**src/rtl/ltdc_pkg.sv**
```systemverilog
// Shared types, codes and constants of the light and time door controller.
`timescale 1ns / 1ps

package ltdc_pkg;

	// Field widths
	localparam int MODE_W   = 2;
	localparam int SAMPLE_W = 12;
	localparam int MINUTE_W = 11;
	localparam int ENC_W    = 21;
	localparam int LEVEL_W  = 8;
	localparam int OPENM_W  = 12;
	localparam int CFG_W    = 8;
	localparam int REG_IDX_W = 3;

	// Sum of three samples and the wider signed opening minute used internally
	localparam int SUM_W    = SAMPLE_W + 2;
	localparam int OPENI_W  = 13;

	// Default encoder counts per position unit
	localparam int unsigned COUNTS_PER_UNIT_DEF = 3000;

	// Light averaging: the samples are divided by their count and then by sixteen
	localparam int unsigned LIGHT_SAMPLES = 3;
	localparam int unsigned LIGHT_DIV = ((LIGHT_SAMPLES > 0) ? LIGHT_SAMPLES : 1) * 16;

	// Opening shift thresholds
	localparam logic [CFG_W-1:0] SHIFT_LATER_ABOVE   = 8'd125;
	localparam logic [CFG_W-1:0] SHIFT_EARLIER_BELOW = 8'd100;
	localparam logic [CFG_W-1:0] SHIFT_BASE          = 8'd100;

	// Input mode codes
	localparam logic [MODE_W-1:0] MODE_TICK        = 2'd0;
	localparam logic [MODE_W-1:0] MODE_FORCE_OPEN  = 2'd1;
	localparam logic [MODE_W-1:0] MODE_FORCE_CLOSE = 2'd2;

	// Motor drive codes
	localparam logic [1:0] DRIVE_OFF   = 2'd0;
	localparam logic [1:0] DRIVE_OPEN  = 2'd1;
	localparam logic [1:0] DRIVE_CLOSE = 2'd2;

	// Door state codes
	localparam logic [1:0] DOOR_CLOSED  = 2'd0;
	localparam logic [1:0] DOOR_OPEN    = 2'd1;
	localparam logic [1:0] DOOR_BETWEEN = 2'd2;

	// Register indexes
	localparam logic [REG_IDX_W-1:0] REG_LIGHT_UPPER  = 3'd0;
	localparam logic [REG_IDX_W-1:0] REG_LIGHT_LOWER  = 3'd1;
	localparam logic [REG_IDX_W-1:0] REG_TOP_POSITION = 3'd2;
	localparam logic [REG_IDX_W-1:0] REG_MINUTE_OFFSET = 3'd3;
	localparam logic [REG_IDX_W-1:0] REG_AUTOMATION   = 3'd4;
	localparam logic [REG_IDX_W-1:0] REG_LIGHT_ENABLE = 3'd5;
	localparam logic [REG_IDX_W-1:0] REG_TIME_ENABLE  = 3'd6;
	localparam logic [REG_IDX_W-1:0] REG_TRACKING     = 3'd7;

	// Register reset values
	localparam logic [CFG_W-1:0] RST_LIGHT_UPPER   = 8'd37;
	localparam logic [CFG_W-1:0] RST_LIGHT_LOWER   = 8'd25;
	localparam logic [CFG_W-1:0] RST_TOP_POSITION  = 8'd10;
	localparam logic [CFG_W-1:0] RST_MINUTE_OFFSET = 8'd0;

	typedef struct packed {
		logic [CFG_W-1:0] light_upper;
		logic [CFG_W-1:0] light_lower;
		logic [CFG_W-1:0] top_position;
		logic [CFG_W-1:0] minute_offset;
		logic             auto_enable;
		logic             light_enable;
		logic             window_enable;
		logic             position_tracking;
	} cfg_t;

	typedef struct packed {
		logic [LEVEL_W-1:0]        level;
		logic signed [OPENI_W-1:0] open_min;
		logic                      day;
	} front_t;

	typedef struct packed {
		logic [1:0]         drive;
		logic [1:0]         door_state;
		logic [CFG_W-1:0]   position;
		logic               finished;
		logic               stall;
	} door_res_t;

endpackage

```
**src/rtl/ltdc_cdiv.sv**
```systemverilog
// Division of an unsigned value by a constant through a reciprocal multiply.
`timescale 1ns / 1ps

module ltdc_cdiv
	import ltdc_pkg::*;
#(
	parameter int          NUM_W   = 20,
	parameter int unsigned DIVISOR = COUNTS_PER_UNIT_DEF
) (
	input  logic [NUM_W-1:0] num,
	output logic [NUM_W-1:0] quot
);

	// Exact for every numerator below 2**NUM_W: multiplier = ceil(2**(N+L) / d)
	localparam int              L_W    = $clog2(DIVISOR);
	localparam int              SHIFT  = NUM_W + L_W;
	localparam int              M_W    = NUM_W + 2;
	localparam int              PROD_W = NUM_W + M_W + L_W;
	localparam longint unsigned RECIP  =
		((64'd1 << SHIFT) + longint'(DIVISOR) - 64'd1) / longint'(DIVISOR);

	logic [PROD_W-1:0] prod;

	assign prod = PROD_W'(num) * PROD_W'(M_W'(RECIP));
	assign quot = prod[SHIFT +: NUM_W];

endmodule

```
**src/rtl/ltdc_front.sv**
```systemverilog
// Light level averaging, opening minute shift and day window test.
`timescale 1ns / 1ps

module ltdc_front
	import ltdc_pkg::*;
(
	input  logic [SAMPLE_W-1:0] light_a,
	input  logic [SAMPLE_W-1:0] light_b,
	input  logic [SAMPLE_W-1:0] light_c,
	input  logic [MINUTE_W-1:0] now,
	input  logic [MINUTE_W-1:0] sunrise,
	input  logic [MINUTE_W-1:0] sunset,
	input  logic [CFG_W-1:0]    minute_offset,
	output front_t              res
);

	logic [SUM_W-1:0]   sum;
	logic [SUM_W-1:0]   avg;
	logic [OPENI_W-1:0] base;
	logic [OPENI_W-1:0] later;
	logic [OPENI_W-1:0] earlier;
	logic [OPENI_W-1:0] open_u;

	assign sum = SUM_W'(light_a) + SUM_W'(light_b) + SUM_W'(light_c);

	ltdc_cdiv #(
		.NUM_W   (SUM_W),
		.DIVISOR (LIGHT_DIV)
	) u_level_div (
		.num  (sum),
		.quot (avg)
	);

	// Saturate the level at full scale
	assign res.level = (avg > SUM_W'(8'hFF)) ? 8'hFF : avg[LEVEL_W-1:0];

	// Shift sunrise: two minutes per code step
	assign base    = OPENI_W'(sunrise);
	assign later   = OPENI_W'({minute_offset - SHIFT_BASE, 1'b0});
	assign earlier = OPENI_W'({minute_offset, 1'b0});

	always_comb begin
		if (minute_offset > SHIFT_LATER_ABOVE) begin
			open_u = base + later;
		end else if (minute_offset < SHIFT_EARLIER_BELOW) begin
			open_u = base - earlier;
		end else begin
			open_u = base;
		end
	end

	assign res.open_min = $signed(open_u);
	assign res.day = ($signed(open_u) <= $signed(OPENI_W'(now))) && (now <= sunset);

endmodule

```
**src/rtl/ltdc_door.sv**
```systemverilog
// Door motion state, start decision and move completion.
`timescale 1ns / 1ps

module ltdc_door
	import ltdc_pkg::*;
#(
	parameter int unsigned COUNTS_PER_UNIT = COUNTS_PER_UNIT_DEF,
	parameter int          TC_W            = CFG_W + $clog2(COUNTS_PER_UNIT + 1)
) (
	input  logic                    clk,
	input  logic                    arst_n,
	input  logic                    step,
	input  cfg_t                    cfg,
	input  logic [TC_W-1:0]         top_counts,
	input  logic [MODE_W-1:0]       mode,
	input  logic signed [ENC_W-1:0] enc,
	input  logic                    tvalid,
	input  front_t                  front,
	output door_res_t               res
);

	typedef enum logic [2:0] {
		MOT_IDLE    = 3'b001,
		MOT_OPENING = 3'b010,
		MOT_CLOSING = 3'b100
	} motion_t;

	localparam int CMP_W = (TC_W > ENC_W - 1) ? TC_W : ENC_W - 1;

	motion_t            mot_q, mot_d, run_mot;
	logic [CFG_W-1:0]   pos_q, pos_d, enc_pos;
	logic               closed_q, closed_d;
	logic [ENC_W-1:0]   prev_q, prev_d;
	logic [ENC_W-2:0]   enc_quot;
	logic               enc_ge_top, enc_le_zero;
	logic [1:0]         ds_now;
	logic               gate, tday, tnight, dark, bright;
	logic               start_open, start_close;
	logic               run, check, reached, stall, finished;

	function automatic logic [1:0] door_state_of(input logic tracking,
		input logic [CFG_W-1:0] pos, input logic [CFG_W-1:0] top, input logic closed);
		logic [1:0] ds;
		if (tracking) begin
			if (pos == '0) begin
				ds = DOOR_CLOSED;
			end else if (pos == top) begin
				ds = DOOR_OPEN;
			end else begin
				ds = DOOR_BETWEEN;
			end
		end else begin
			ds = closed ? DOOR_CLOSED : DOOR_OPEN;
		end
		return ds;
	endfunction

	// Encoder against the two ends
	assign enc_le_zero = enc[ENC_W-1] || (enc == '0);
	assign enc_ge_top  = !enc[ENC_W-1] &&
		(CMP_W'(enc[ENC_W-2:0]) >= CMP_W'(top_counts));

	ltdc_cdiv #(
		.NUM_W   (ENC_W - 1),
		.DIVISOR (COUNTS_PER_UNIT)
	) u_pos_div (
		.num  (enc[ENC_W-2:0]),
		.quot (enc_quot)
	);

	// Position while moving: zero for non-positive counts, capped at top
	always_comb begin
		if (enc_le_zero) begin
			enc_pos = '0;
		end else if (enc_quot > (ENC_W-1)'(cfg.top_position)) begin
			enc_pos = cfg.top_position;
		end else begin
			enc_pos = enc_quot[CFG_W-1:0];
		end
	end

	// Start decision on an idle tick
	assign ds_now = door_state_of(cfg.position_tracking, pos_q, cfg.top_position, closed_q);
	assign gate   = cfg.auto_enable && (cfg.light_enable || cfg.window_enable);
	assign tday   = tvalid ? front.day : cfg.light_enable;
	assign tnight = tvalid ? !front.day : cfg.light_enable;
	assign dark   = !cfg.light_enable || (front.level <= cfg.light_lower);
	assign bright = !cfg.light_enable || (front.level >= cfg.light_upper);

	assign start_close = (ds_now == DOOR_BETWEEN) ||
		(gate && (ds_now == DOOR_OPEN) && dark && (!cfg.window_enable || tnight));
	assign start_open  = (ds_now == DOOR_CLOSED) && gate && bright &&
		(!cfg.window_enable || tday);

	always_comb begin
		mot_d    = mot_q;
		pos_d    = pos_q;
		closed_d = closed_q;
		prev_d   = prev_q;
		run      = 1'b0;
		check    = 1'b0;
		run_mot  = mot_q;
		reached  = 1'b0;
		stall    = 1'b0;
		finished = 1'b0;
		case (mode)
			MODE_FORCE_OPEN: begin
				mot_d    = MOT_IDLE;
				closed_d = 1'b0;
				pos_d    = cfg.top_position;
				prev_d   = ENC_W'(top_counts);
			end
			MODE_FORCE_CLOSE: begin
				mot_d    = MOT_IDLE;
				closed_d = 1'b1;
				pos_d    = '0;
				prev_d   = '0;
			end
			default: begin
				prev_d = enc;
				if (mot_q != MOT_IDLE) begin
					run   = 1'b1;
					check = 1'b1;
				end else if (start_close) begin
					run     = 1'b1;
					run_mot = MOT_CLOSING;
				end else if (start_open) begin
					run     = 1'b1;
					run_mot = MOT_OPENING;
				end
				if (run) begin
					reached = (run_mot == MOT_OPENING) ? enc_ge_top : enc_le_zero;
					stall   = !reached && !cfg.position_tracking && check && (enc == prev_q);
					if (reached || stall) begin
						finished = 1'b1;
						mot_d    = MOT_IDLE;
						if (cfg.position_tracking) begin
							pos_d = (run_mot == MOT_OPENING) ? cfg.top_position : '0;
						end else begin
							closed_d = !closed_q;
						end
					end else begin
						mot_d = run_mot;
						if (cfg.position_tracking) begin
							pos_d = enc_pos;
						end
					end
				end
			end
		endcase
	end

	always_comb begin
		case (mot_d)
			MOT_OPENING: res.drive = DRIVE_OPEN;
			MOT_CLOSING: res.drive = DRIVE_CLOSE;
			default:     res.drive = DRIVE_OFF;
		endcase
	end

	assign res.door_state = door_state_of(cfg.position_tracking, pos_d, cfg.top_position,
		closed_d);
	assign res.position   = (pos_d > cfg.top_position) ? cfg.top_position : pos_d;
	assign res.finished   = finished;
	assign res.stall      = stall;

	always_ff @(posedge clk or negedge arst_n) begin
		if (!arst_n) begin
			mot_q    <= MOT_IDLE;
			pos_q    <= '0;
			closed_q <= 1'b1;
			prev_q   <= '0;
		end else if (step) begin
			mot_q    <= mot_d;
			pos_q    <= pos_d;
			closed_q <= closed_d;
			prev_q   <= prev_d;
		end
	end

endmodule

```
**src/rtl/light_time_door_controller.sv**
```systemverilog
// Top level of the light and time door controller: registers, handshakes and result stage.
// An item taken in passes the input register and then the result register, from which it is offered.
// Throughput: one item per cycle while out_ready is high; the input register refills while the result register drains.
// The single compute stage between the two registers reads and updates the door state.
// Reset (arst_n low, asynchronous) empties both stages, idles the door with position zero and
// the closed flag set, and loads every configuration register with its reset value.
`timescale 1ns / 1ps

module light_time_door_controller
	import ltdc_pkg::*;
#(
	parameter int unsigned COUNTS_PER_UNIT = COUNTS_PER_UNIT_DEF
) (
	input  logic                    clk,
	input  logic                    arst_n,
	// input channel
	input  logic                    in_valid,
	output logic                    in_ready,
	input  logic [MODE_W-1:0]       mode,
	input  logic [SAMPLE_W-1:0]     light_sample_a,
	input  logic [SAMPLE_W-1:0]     light_sample_b,
	input  logic [SAMPLE_W-1:0]     light_sample_c,
	input  logic [MINUTE_W-1:0]     minute_of_day,
	input  logic                    time_valid,
	input  logic [MINUTE_W-1:0]     sunrise_minute,
	input  logic [MINUTE_W-1:0]     sunset_minute,
	input  logic signed [ENC_W-1:0] encoder_count,
	// result channel
	output logic                    out_valid,
	input  logic                    out_ready,
	output logic [1:0]              motor_drive,
	output logic [1:0]              door_state,
	output logic [CFG_W-1:0]        door_position,
	output logic                    move_finished,
	output logic                    stalled,
	output logic [LEVEL_W-1:0]      light_level,
	output logic signed [OPENM_W-1:0] open_minute,
	// configuration channel
	input  logic                    cfg_valid,
	output logic                    cfg_ready,
	input  logic [REG_IDX_W-1:0]    cfg_index,
	input  logic [CFG_W-1:0]        cfg_data
);

	localparam int TC_W = CFG_W + $clog2(COUNTS_PER_UNIT + 1);

	// Configuration registers, plus the open-end count kept alongside top_position
	cfg_t             cfg_q;
	logic [TC_W-1:0]  top_counts_q;

	// Input stage
	logic                    valid_s1;
	logic [MODE_W-1:0]       mode_s1;
	logic [SAMPLE_W-1:0]     light_a_s1, light_b_s1, light_c_s1;
	logic [MINUTE_W-1:0]     now_s1, sunrise_s1, sunset_s1;
	logic                    tvalid_s1;
	logic signed [ENC_W-1:0] enc_s1;

	// Result stage
	logic                      out_valid_q;
	logic [1:0]                drive_q, door_state_q;
	logic [CFG_W-1:0]          position_q;
	logic                      finished_q, stall_q;
	logic [LEVEL_W-1:0]        level_q;
	logic [OPENM_W-1:0]        open_min_q;

	logic      advance;
	front_t    front;
	door_res_t door_res;

	// The stage moves on whenever the result register is free or being emptied
	assign advance   = valid_s1 && (!out_valid_q || out_ready);
	assign in_ready  = !valid_s1 || advance;
	assign cfg_ready = 1'b1;

	// Configuration writes: take every transfer, update the open-end count with top_position
	always_ff @(posedge clk or negedge arst_n) begin
		if (!arst_n) begin
			cfg_q.light_upper       <= RST_LIGHT_UPPER;
			cfg_q.light_lower       <= RST_LIGHT_LOWER;
			cfg_q.top_position      <= RST_TOP_POSITION;
			cfg_q.minute_offset     <= RST_MINUTE_OFFSET;
			cfg_q.auto_enable       <= 1'b1;
			cfg_q.light_enable      <= 1'b0;
			cfg_q.window_enable     <= 1'b1;
			cfg_q.position_tracking <= 1'b1;
			top_counts_q            <= TC_W'(RST_TOP_POSITION) * TC_W'(COUNTS_PER_UNIT);
		end else if (cfg_valid && cfg_ready) begin
			case (cfg_index)
				REG_LIGHT_UPPER:   cfg_q.light_upper   <= cfg_data;
				REG_LIGHT_LOWER:   cfg_q.light_lower   <= cfg_data;
				REG_TOP_POSITION: begin
					cfg_q.top_position <= cfg_data;
					top_counts_q       <= TC_W'(cfg_data) * TC_W'(COUNTS_PER_UNIT);
				end
				REG_MINUTE_OFFSET: cfg_q.minute_offset <= cfg_data;
				REG_AUTOMATION:    cfg_q.auto_enable       <= cfg_data[0];
				REG_LIGHT_ENABLE:  cfg_q.light_enable      <= cfg_data[0];
				REG_TIME_ENABLE:   cfg_q.window_enable     <= cfg_data[0];
				REG_TRACKING:      cfg_q.position_tracking <= cfg_data[0];
				default: ;
			endcase
		end
	end

	// Input stage: hold the item until the compute stage can hand it on
	always_ff @(posedge clk or negedge arst_n) begin
		if (!arst_n) begin
			valid_s1 <= 1'b0;
		end else if (in_ready) begin
			valid_s1 <= in_valid;
		end
	end

	always_ff @(posedge clk) begin
		if (in_valid && in_ready) begin
			mode_s1    <= mode;
			light_a_s1 <= light_sample_a;
			light_b_s1 <= light_sample_b;
			light_c_s1 <= light_sample_c;
			now_s1     <= minute_of_day;
			tvalid_s1  <= time_valid;
			sunrise_s1 <= sunrise_minute;
			sunset_s1  <= sunset_minute;
			enc_s1     <= encoder_count;
		end
	end

	// Light level, shifted opening minute and the day window
	ltdc_front u_front (
		.light_a       (light_a_s1),
		.light_b       (light_b_s1),
		.light_c       (light_c_s1),
		.now           (now_s1),
		.sunrise       (sunrise_s1),
		.sunset        (sunset_s1),
		.minute_offset (cfg_q.minute_offset),
		.res           (front)
	);

	// Door state: updated only when the item advances into the result register
	ltdc_door #(
		.COUNTS_PER_UNIT (COUNTS_PER_UNIT),
		.TC_W            (TC_W)
	) u_door (
		.clk        (clk),
		.arst_n     (arst_n),
		.step       (advance),
		.cfg        (cfg_q),
		.top_counts (top_counts_q),
		.mode       (mode_s1),
		.enc        (enc_s1),
		.tvalid     (tvalid_s1),
		.front      (front),
		.res        (door_res)
	);

	// Result stage: drop the valid flag after the transfer unless a new item arrives
	always_ff @(posedge clk or negedge arst_n) begin
		if (!arst_n) begin
			out_valid_q <= 1'b0;
		end else if (advance) begin
			out_valid_q <= 1'b1;
		end else if (out_ready) begin
			out_valid_q <= 1'b0;
		end
	end

	always_ff @(posedge clk) begin
		if (advance) begin
			drive_q      <= door_res.drive;
			door_state_q <= door_res.door_state;
			position_q   <= door_res.position;
			finished_q   <= door_res.finished;
			stall_q      <= door_res.stall;
			level_q      <= front.level;
			open_min_q   <= front.open_min[OPENM_W-1:0];
		end
	end

	assign out_valid     = out_valid_q;
	assign motor_drive   = drive_q;
	assign door_state    = door_state_q;
	assign door_position = position_q;
	assign move_finished = finished_q;
	assign stalled       = stall_q;
	assign light_level   = level_q;
	assign open_minute   = $signed(open_min_q);

	// A finished move leaves the motor off
	a_finish_stops_motor: assert property (@(posedge clk) disable iff (!arst_n)
		out_valid_q && finished_q |-> drive_q == DRIVE_OFF)
		else $error("move finished with motor still driven");

	// A stall always ends the move, and only happens without position tracking
	a_stall_ends_move: assert property (@(posedge clk) disable iff (!arst_n)
		out_valid_q && stall_q |-> finished_q && !cfg_q.position_tracking)
		else $error("stall without move end or with tracking on");

	// The reported position never exceeds the open end
	a_position_capped: assert property (@(posedge clk) disable iff (!arst_n)
		out_valid_q |-> position_q <= cfg_q.top_position)
		else $error("door position beyond top");

	// An empty result register never holds back the input
	a_ready_when_empty: assert property (@(posedge clk) disable iff (!arst_n)
		!out_valid_q |-> in_ready)
		else $error("input stalled with empty result register");

	// An item in the input stage reaches the result register in the next cycle when free
	a_advance_fills: assert property (@(posedge clk) disable iff (!arst_n)
		advance |=> out_valid_q)
		else $error("advanced item not presented");

endmodule

```
**config.mk**
```make
export PLATFORM = sky130hd
export DESIGN_NAME = light_time_door_controller
export DESIGN_NICKNAME = d
export VERILOG_FILES = /design/src/rtl/ltdc_pkg.sv /design/src/rtl/ltdc_cdiv.sv /design/src/rtl/ltdc_front.sv /design/src/rtl/ltdc_door.sv /design/src/rtl/light_time_door_controller.sv
export SDC_FILE = /design/constraint.sdc
export NUM_CORES = 1
export LEC_CHECK = 0
export BUFFER_PORTS_ARGS = -buffer_cell sky130_fd_sc_hd__buf_2
export CAP_MARGIN = 20
export CORE_MARGIN = 3
export CORE_UTILIZATION = 55
export CTS_CLUSTER_DIAMETER = 200
export DETAILED_ROUTE_END_ITERATION = 10
export GPL_TIMING_DRIVEN = 0
export PLACE_DENSITY_LB_ADDON = 0.3
export SYNTH_ARGS = -nofsm -noshare
export SYNTH_HDL_FRONTEND = slang
export SYNTH_HIERARCHICAL = 1
export SYNTH_SLANG_ARGS = --single-unit
```
**constraint.sdc**
```tcl
create_clock -name clk -period 19.65 [get_ports clk]
set_clock_uncertainty 0.05 [all_clocks]
set_input_delay 1.965 -clock clk [delete_from_list [all_inputs] [get_ports clk]]
set_output_delay 1.965 -clock clk [all_outputs]
set_load 0.02 [all_outputs]
```
# After elaboration in Yosys (flattened, before gate mapping)
# Cells that the tools add are included.
dict set report word_totals {
  register_bits 215
  inputBits 109
  out_inout_bits 37
  elab_cells 162
}
dict set report op_classes {
  add_sub_neg 5
  mul 3
  magnitude_cmp 10
  n_eq_ne 18
  muxes 45
  bitwise_logic 1
  n_reduce_logical 49
}
# op count
set op_table {}
lappend op_table {{$mux 8} 9}
lappend op_table {{$pmux 21 s2} 1}
lappend op_table {{$mul 20x18->38 const B} 1}
lappend op_table {{$mul 14x14->28 const B} 1}
lappend op_table {{$mux 13} 2}
lappend op_table {{$eq 21x21->1} 1}
lappend op_table {{$logic_not 21->1} 1}
lappend op_table {{$mux 3} 7}
lappend op_table {{$ge 20x20->1} 1}
lappend op_table {{$mul 8x9->17 const B} 1}
lappend op_table {{$mux 1} 17}
lappend op_table {{$eq 8x8->1} 2}
lappend op_table {{$logic_not 8->1} 2}
lappend op_table {{$pmux 8 s2} 1}
lappend op_table {{$reduce_and 2->1} 8}
lappend op_table {{$eq 3x3->1 const B} 5}
lappend op_table {{$add 14x12->14} 1}
lappend op_table {{$logic_and 1x1->1} 14}
lappend op_table {{$add 12x12->13} 1}
lappend op_table {{$le 13x12->1} 1}
lappend op_table {{$add 11x9->12} 1}
lappend op_table {{$eq 3x2->1 const B} 4}
lappend op_table {{$mux 2} 6}
lappend op_table {{$sub 11x9->12} 1}
lappend op_table {{23 further kinds} 42}

# Longest topological paths before layout
# Gate-level depths: netlist of the first run.
dict set report depth {
  depth_word 27
  ltp_mapped 53
  mapped_depth_nobuf 52
}

# Modules after synthesis
# The synthesis of the first run kept the hierarchy.
# mod instances cells_each area_each_um2
set modules_own_cells {}
lappend modules_own_cells {light_time_door_controller 1 481 7564.8}
lappend modules_own_cells {{ltdc_cdiv (u_door.u_pos_div)} 1 692 6513.7}
lappend modules_own_cells {ltdc_door 1 517 4032.6}
lappend modules_own_cells {{ltdc_cdiv (u_front.u_level_div)} 1 357 3375.7}
lappend modules_own_cells {ltdc_front 1 320 2414.8}

# Least setup slack after synthesis of the first run
# Ideal clock, no wire load.
dict set report synth_path {
  path_type {flip-flop to flip-flop}
  startpoint {register light_a_s1[1]}
  endpoint {register position_q[0], in the netlist door_position[0], data pin}
  setup_ns 0.267
  arrival_time_ns 10.410
  setup_slack_ns 8.923
  stages_incl_launch_ff 43
  period_less_slack_ns 10.727
  cell_sequence {edfxtp_1 > fa_1 > ha_1 > inv_1 > fa_1 > nor2b_1 > o31a_1 > o31ai_1 > a21boi_0 > ha_1 > ha_1 > fa_1 > fa_1 > fa_1 > inv_1 > fa_1 > inv_1 > ha_1 > [7 not listed] > nand2_1 > or2_2 > ha_1 > a211oi_1 > o2111ai_1 > a311oi_2 > o41ai_2 > and2_1 > a32oi_1 > nand2_1 > ha_1 > a21o_1 > a21o_1 > a211oi_1 > nor2_1 > clkbuf_1 > nand2_1 > o21ai_0}
}
# element line_no
set synth_lines {}
lappend synth_lines {{start: declaration} light_time_door_controller.sv:54} ;# logic [SAMPLE_W-1:0] light_a_s1, light_b_s1, light_c_s1;
lappend synth_lines {{start signal: assignment} light_time_door_controller.sv:118} ;# light_a_s1 <= light_sample_a;
lappend synth_lines {{end signal: assignment} light_time_door_controller.sv:173} ;# position_q <= door_res.position;
lappend synth_lines {{end: declaration} light_time_door_controller.sv:62} ;# logic [CFG_W-1:0] position_q;

==> impl_metrics.csv, run 1 <==
group,metric,value,unit
status,status,"finished clean",
synthesis,avgSynthCellArea,10.10,sq um
die,core-area,0.04242,sq mm
global_routing,use_met2,43.92,%
die,die_y,214.5,microns
synthesis,synth-warning-count,6,
clock_network,cts_buffer_depth,3,
setup_path,critPathSlowestCell,"a21boi_0",
run,maxCapViolCount,0,
layout,fillers,3558,
timing,tns,0,ps
timing,setup_viol,0,
layout,layout.nets,3288,
global_routing,overflow,0,
setup_path,crit_path_end_kind,"flip-flop",
layout,multi_input_area,0.01564,sq mm
timing,finalHoldViolCount,0,
drt,wl_per_cell,18.06,microns
drt,dr.pass1.iters,5,
clock_network,cts_resized,0,
clock_network,cts.sinks,214,
setup_path,crit_path_start_kind,"flip-flop",
setup_path,crit_fanout,10,
layout,register_area,0.006016,sq mm
placed_design,place_congestion,0.9515,
setup_path,cp_data_arrival_time,12990,ps
worst_hold_path,min_path_type,"reg2reg",
die,dieArea,0.04599,sq mm
global_routing,grt_use_total,24.96,%
drt,vias,17440,
timing,finalCritPeriodShare,64.95,%
layout,drive_gt1_share,12.70,%
drt,drc,0,
layout,area_delta_synth_final,9.958,%
timing,report.final.slew_viol_count,0,
synthesis,syn_area,0.02390,sq mm
clock_network,cts_buffers,25,
drt,finalWirelength,56.91,mm
die,die_w,214.5,microns
setup_path,worst-path-buf-inv,4,
global_routing,met1_usage,31.41,%
die,rows,75,
clock_network,clockRootBuffer,"clkbuf_16",
timing,rsz0062_at_grt,"no",
drt,drt_iter0_markers,1084,
setup_path,cp_top_family,"compound AO/OA/AOI/OAI gates",
drt,ant_nets,0,
die,initial_utilization,56.34,%
global_routing,grt_pass1_vias,18840,
timing,clock.fmax,78.36,MHz
layout,n_antenna_cell,0,
placed_design,dp_hpwl,46.58,mm
setup_path,max_stage_delay,760,ps
timing,finalCriticalPeriod,12760,ps
drt,detail_route.vias_per_cell,5.533,
placed_design,portBuffers,142,
global_routing,grt_max_degree,67,
clock_network,clkTransAtPathRegs,60,ps
global_routing,antenna_found_initial,0,
global_routing,top_usage_layer,"met2",
setup_path,critical_path_required,19880,ps
global_routing,use_met3,3.642,%
synthesis,synthCells,2366,
timing,tightest_slew,888.6,ps
clock_network,cts_htree_levels,1,
setup_path,criticalPathCategory,"reg2reg",
timing,slew_headroom,40.23,%
global_routing,grt_pass1_wl,93.38,mm
die,io-pin-count,146,
clock_network,cts_tree,"yes",
clock_network,cts_setup_buffers,0,
clock_network,hold_buffers,0,
clock_network,clk_latency,550,ps
-- routing by layer --
| layer | up-vias | wire, microns |
|---|---|---|
| met3 | 126 | 3239 |
| li1 | 8338 | - |
| met2 | 522 | 27760 |
| met4 | 0 | 2180 |
| met1 | 8449 | 23720 |
| met5 | - | 0 |
-- registers in the layout, summed over array words and instances (netlist names), 12 cells and up --
name / cells
light_a_s1: 12
u_door/prev_q: 21
light_b_s1: 12
light_c_s1: 12
top_counts_q: 16
cfg_q: 36
open_minute: 12
enc_s1: 21
-- cells in the final DEF (no fill, tap or decap), types with 25 or more instances in the layout --
cell       count
a21o_1        29
a21oi_1      124
buf_2        147
clkbuf_1      26
clkbuf_16     25
dfrtp_1       67
edfxtp_1     127
fa_1         225
ha_1         399
inv_1        531
mux2_2        28
nand2_1      121
nand3_1       26
nand4_1       25
nor2_1        90
nor3_1        39
o21ai_0       65
xnor2_1       48
xor2_1        25
-- cell type report --
cell class	instances	share of cell area, %
inverter	533	7.633
clock buffer	33	2.495
multi-input combinational	1585	59.50
sequential	214	22.89
tap	577	2.747
buffer	51	1.176
timing repair buffer	145	3.000
clock inverter	13	0.5571
-- tightest hold or removal path: cells and delay by family (launching register included) --
family	cells	cell delay, ps
flops	1	370
simple gates	2	100
-- worst paths after layout --
| check | startpoint | endpoint | slack (ps) | cells after the start |
|---|---|---|---|---|
| worst min register to register | top_counts_q[5]$_DFFE_PN1P_ | top_counts_q[5]$_DFFE_PN1P_ | 420 | 2 |
| worst max register to register | light_a_s1[1]$_DFFE_PP_ | door_position[2]$_DFFE_PP_ | 6890 | 41 |
| min in group asynchronous | arst_n | u_door/pos_q[2]$_DFFE_PN0P_ | 1270 | 1 |
| worst min-delay path | top_counts_q[5]$_DFFE_PN1P_ | top_counts_q[5]$_DFFE_PN1P_ | 420 | 2 |
| worst max-delay path | light_a_s1[1]$_DFFE_PP_ | door_position[2]$_DFFE_PP_ | 6890 | 41 |
| max in group asynchronous | arst_n | cfg_q[28]$_DFFE_PN1P_ | 17580 | 2 |
-- stage by stage --
| stage | hold WS (ps) | worst slack, ps | cell area [sq um] | utilization [%] | cells |
|---|---|---|---|---|---|
| final | 415.8 | 6888 | 26280 | 61.95 | 3151 |
| after global routing | 431.9 | 5947 | 26280 | 61.95 | 3151 |
| after CTS | 416.3 | 6937 | 26280 | 61.95 | 3151 |
| after detailed placement | 406.5 | 6996 | 25480 | 60.06 | 3105 |
| after global placement | 402.6 | 7293 | 25390 | 59.87 | 3102 |
| after floorplan | 389.1 | 8923 | 23960 | - | 2383 |
Power of run 1 is not shown: default switching activity piles up to over one toggle a cycle in this logic, so the estimate is an artifact.
==> run 2: changes to the inputs <==
==> constraint.sdc (replaced) <==
create_clock -name clk -period 12.49 [get_ports clk]
set_clock_uncertainty 0.05 [all_clocks]
set_input_delay 1.249 -clock clk [delete_from_list [all_inputs] [get_ports clk]]
set_output_delay 1.249 -clock clk [all_outputs]
set_load 0.02 [all_outputs]
==> run 2 against run 1 <==
  * Setup slack worse by 6300 ps
  * Sequential share of layout area is 0.15 points lower
  * Core utilization grew 0.42 points
  * Count of clock-buffer cells in the layout did not move
  * Critical path type unchanged
==> impl_metrics.csv, run 2 (synthesis gave the netlist of run 1 again) <==
group,metric,value,unit
setup_path,max_stage_delay,550,ps
setup_path,rr_startpoint,"light_a_s1[1]$_DFFE_PP_",
global_routing,grt_pass1_vias,18840,
layout,layout.nets,3295,
layout,mostFrequentLayoutCell,"inv_1",
layout,area_delta_synth_final,10.70,%
layout,largest_reg_flops,36,
timing,slew_headroom,43.03,%
timing,finalHoldViolCount,0,
drt,detail_route.vias_per_cell,5.579,
setup_path,worst-path-buf-inv,6,
status,status,"finished clean",
placed_design,dpl_worst_slack,-163.5,ps
global_routing,grt_max_degree,67,
setup_path,critical_path_required,12720,ps
setup_path,critPathSlowestCell,"fa_1",
die,die_y,214.5,microns
timing,rsz0062_at_grt,"no",
clock_network,cts_htree_levels,1,
layout,multi_input_area,0.01575,sq mm
timing,setup_viol,0,
placed_design,placed_area,0.02548,sq mm
global_routing,overflow,0,
timing,hold_slack,416.5,ps
clock_network,hold_buffers,0,
die,core-area,0.04242,sq mm
global_routing,antenna_found_initial,0,
layout,register_area,0.006016,sq mm
layout,final_core_util,62.37,%
clock_network,cts_tree,"yes",
die,dieArea,0.04599,sq mm
die,io-pin-count,146,
layout,largestRegisters,"cfg_q (36), enc_s1 (21), u_door/prev_q (21)",
placed_design,place_congestion,0.9515,
drt,vias,17620,
drt,dr.pass1.iters,5,
placed_design,dp_hpwl,46.58,mm
drt,finalWirelength,57.18,mm
worst_hold_path,min-delay-start,"top_counts_q[4]$_DFFE_PN1P_",
setup_path,crit_path_start_kind,"flip-flop",
timing,report.final.slew_viol_count,0,
setup_path,crit_fanout,10,
setup_path,criticalPathCategory,"reg2reg",
timing,finalCriticalPeriod,11870,ps
drt,drc,0,
setup_path,crit_start,"light_a_s1[1]$_DFFE_PP_",
setup_path,cp_common_cell,"ha_1",
layout,postLayoutCellArea,0.02645,sq mm
die,die_w,214.5,microns
layout,n_antenna_cell,0,
run,maxCapViolCount,0,
placed_design,portBuffers,142,
setup_path,cp_top_family,"adder cells",
layout,fillers,3529,
timing,clock.fmax,84.22,MHz
layout,layout_common_cells,"inv_1 (531), ha_1 (399), fa_1 (225)",
die,initial_utilization,56.34,%
timing,worst_slack,616.1,ps
die,rows,75,
drt,drt_iter0_markers,1022,
clock_network,clkTransAtPathRegs,60,ps
clock_network,cts.sinks,214,
timing,finalCritPeriodShare,95.07,%
layout,largest-register,"cfg_q",
drt,ant_nets,0,
timing,tightest_slew,833.0,ps
setup_path,crit_path_end_kind,"flip-flop",
drt,wl_per_cell,18.11,microns
layout,drive_gt1_share,13.37,%
worst_hold_path,min_path_type,"reg2reg",
global_routing,grt_pass1_wl,93.38,mm
setup_path,cp_data_arrival_time,12110,ps
clock_network,cts_buffers,25,
clock_network,clk_latency,550,ps
clock_network,cts_buffer_depth,3,
global_routing,grt_use_total,24.96,%
clock_network,clockRootBuffer,"clkbuf_16",
## run 2: worst register-to-register path: cells and delay by family, from the launching register on
family          cells  cell delay, ps
compound gates     16            3780
fa+ha+maj          12            4360
flops               1             400
xor+xnor            2             330
simple gates       13            2050
buf+inv             6             660
## run 2: layout make-up
class,count,share of cell area (%)
multi-input cells,1585,59.52
flip-flops and latches,214,22.74
inverters,533,7.582
repair buffers,152,3.226
well taps,577,2.729
clock buffers,33,2.478
plain buffers,51,1.168
clock inverters,13,0.5534
## run 2: worst paths after layout
check	endpoint	slack (ps)	cells after the start
worst max-delay path	door_position[5]$_DFFE_PP_	620	49
worst min-delay path	top_counts_q[4]$_DFFE_PN1P_	420	2
worst max register to register	door_position[5]$_DFFE_PP_	620	49
worst min register to register	top_counts_q[4]$_DFFE_PN1P_	420	2
max in group asynchronous	cfg_q[28]$_DFFE_PN1P_	11130	2
min in group asynchronous	u_door/pos_q[5]$_DFFE_PN0P_	550	1
## run 2: what timing repair did
action | 4_1_cts | 5_1_grt
gates resized for setup | 1 | 18
pin swaps | 0 | 4
setup buffers | 0 | 7
endpoints found under the setup margin | 8 | 10
## run 2: through the flow
stage	instances	setup TNS (ps)
6_report	3158	0
5_1_grt	3158	0
2_1_floorplan	2383	0
3_3_place_gp	3102	0
4_1_cts	3151	0
3_5_place_dp	3105	-928.7
## run 2: per-layer routing
metal / wire, microns / global-route usage, % / part of all wire, %
met5: 0 / 0 / 0
met4: 2060 / 9.004 / 3.6
met3: 3456 / 3.642 / 6.0
met2: 28060 / 43.92 / 49
met1: 23600 / 31.41 / 41
Power of run 2 is left out for the same reason.
==> run 3: changes to the inputs <==
--- a/config.mk
+++ b/config.mk
@@ -8,7 +8,7 @@
 export BUFFER_PORTS_ARGS = -buffer_cell sky130_fd_sc_hd__buf_2
 export CAP_MARGIN = 20
 export CORE_MARGIN = 3
-export CORE_UTILIZATION = 55
+export CORE_UTILIZATION = 60
 export CTS_CLUSTER_DIAMETER = 200
 export DETAILED_ROUTE_END_ITERATION = 10
 export GPL_TIMING_DRIVEN = 0
==> run 3 against run 2 <==
  * Die area shrank 8.1%
  * Wire length shrank 0.20%
  * Final cell count is 2.0% lower
  * Sequential share of layout area up 0.078 points
  * Sequential cell count did not move
  * Hold slack better by 2.2 ps
  * Count of clock-buffer cells in the layout shrank 7
  * Non-clock buffer count decreased by 3
  * Maximum frequency is 0.85% higher
  * First-iteration DRC count is 10% higher
  * Register-to-register slack better by 100 ps
  * Critical endpoint unchanged
  * Largest cell class unchanged
==> impl_metrics.csv, run 3 (synthesis gave the netlist of run 1 again) <==
group,metric,value,unit
die,dieArea,0.04226,sq mm
layout,area_delta_synth_final,10.32,%
drt,drt_iter0_markers,1124,
timing,hold_slack,418.7,ps
setup_path,r2r_cells,48,
global_routing,grt_max_degree,66,
clock_network,clk_latency,560,ps
clock_network,cts.sinks,214,
run,maxCapViolCount,0,
layout,largestRegisters,"cfg_q (36), enc_s1 (21), u_door/prev_q (21)",
global_routing,grt_use_total,27.43,%
worst_hold_path,min_path_cells,2,
clock_network,clockRootBuffer,"clkbuf_16",
setup_path,crit_path_end_kind,"flip-flop",
layout,mostFrequentLayoutCell,"inv_1",
clock_network,clkTransAtPathRegs,60,ps
die,io-pin-count,146,
clock_network,cts_htree_levels,1,
layout,n_antenna_cell,0,
layout,drive_gt1_share,13.43,%
setup_path,crit_path_start_kind,"flip-flop",
timing,finalCriticalPeriod,11770,ps
die,rows,72,
timing,finalHoldViolCount,0,
die,die_w,205.6,microns
global_routing,grt_pass1_wl,92.09,mm
setup_path,criticalPathCategory,"reg2reg",
setup_path,rr_startpoint,"light_a_s1[1]$_DFFE_PP_",
global_routing,grt_pass1_vias,18390,
setup_path,r2r-end,"door_position[5]$_DFFE_PP_",
drt,ant_nets,0,
status,status,"finished clean",
setup_path,rrSetupSlack,720,ps
setup_path,max_stage_delay,590,ps
clock_network,cts_buffers,25,
layout,postLayoutCellArea,0.02636,sq mm
drt,dr.pass1.iters,6,
timing,report.final.slew_viol_count,0,
clock_network,hold_buffers,0,
timing,finalCritPeriodShare,94.27,%
global_routing,overflow,0,
setup_path,crit_fanout,10,
timing,tightest_slew,797.7,ps
worst_hold_path,min-delay-start,"top_counts_q[5]$_DFFE_PN1P_",
timing,slew_headroom,45.44,%
setup_path,crit_start,"light_a_s1[1]$_DFFE_PP_",
layout,layout.nets,3292,
die,core-area,0.03901,sq mm
placed_design,dp_hpwl,46.25,mm
placed_design,placed_area,0.02540,sq mm
setup_path,critPathSlowestCell,"a311oi_4",
drt,drc,0,
die,die_y,205.6,microns
setup_path,critical_path_required,12750,ps
worst_hold_path,min_path_type,"reg2reg",
layout,largest_reg_flops,36,
clock_network,cts_buffer_depth,3,
die,initial_utilization,61.27,%
timing,clock.fmax,84.93,MHz
drt,wl_per_cell,18.44,microns
placed_design,portBuffers,142,
layout,layout_common_cells,"inv_1 (531), ha_1 (399), fa_1 (225)",
placed_design,place_congestion,0.9513,
global_routing,antenna_found_initial,0,
drt,finalWirelength,57.07,mm
setup_path,cp_data_arrival_time,12030,ps
layout,largest-register,"cfg_q",
setup_path,cp-endpoint,"door_position[5]$_DFFE_PP_",
drt,vias,17530,
timing,setup_viol,0,
drt,detail_route.vias_per_cell,5.665,
clock_network,cts_tree,"yes",
[run 3: cell types whose count changed in the layout (fill, tap and decap cells not counted), sizes merged]
cell | before | now
clkinv | 8 | 10
buf | 185 | 181
clkinvlp | 1 | 3
bufinv | 3 | 4
clkbuf | 50 | 44
[run 3: timing repair]
item | in CTS | in global routing
buffers inserted | 0 | 4
endpoints found under the setup margin | 0 | 10
resized for setup | 0 | 17
[run 3: worst min-delay path by stage]
stage	endpoint
floorplan	top_counts_q[4]$_DFFE_PN1P_
finish	top_counts_q[5]$_DFFE_PN1P_
global route	top_counts_q[5]$_DFFE_PN1P_
detailed placement	top_counts_q[14]$_DFFE_PN1P_
CTS	top_counts_q[14]$_DFFE_PN1P_
global placement	top_counts_q[4]$_DFFE_PN1P_
[run 3: final cells by class]
class | instances | area, sq um
timing repair buffer | 149 | 818.3
inverter | 533 | 2006
clock inverter | 18 | 200.2
multi-input combinational | 1585 | 15740
sequential | 214 | 6016
tap | 518 | 648.1
buffer | 51 | 310.3
clock buffer | 26 | 629.4
fill | 2994 | 12640
[run 3: stage by stage]
stage | util (%) | cells | worst slack (ps) | TNS [ps]
final | 67.59 | 3094 | 716.0 | 0
after global routing | 67.59 | 3094 | -13.57 | -17.06
after CTS | 67.25 | 3090 | 21.03 | 0
after detailed placement | 65.12 | 3046 | 52.45 | 0
after global placement | 64.91 | 3043 | 290.0 | 0
after floorplan | - | 2383 | 1763 | 0
[run 3: worst max-delay path, delay by kind of cell (launching register included)]
| family | cells | cell delay (ps) |
|---|---|---|
| simple gates | 10 | 1470 |
| compound gates | 18 | 4340 |
| flops | 1 | 400 |
| xor+xnor | 2 | 360 |
| fa+ha+maj | 11 | 4220 |
| buf+inv | 7 | 710 |
[run 3: layer usage]
layer / vias to the layer above / routed length (microns) / track usage [%]
li1: 8332 / - / -
met1: 8553 / 23950 / 36.08
met2: 519 / 27940 / 46.85
met3: 122 / 3148 / 3.528
met4: 0 / 2033 / 9.812
met5: - / 0 / 0
Power of run 3 is left out for the same reason.
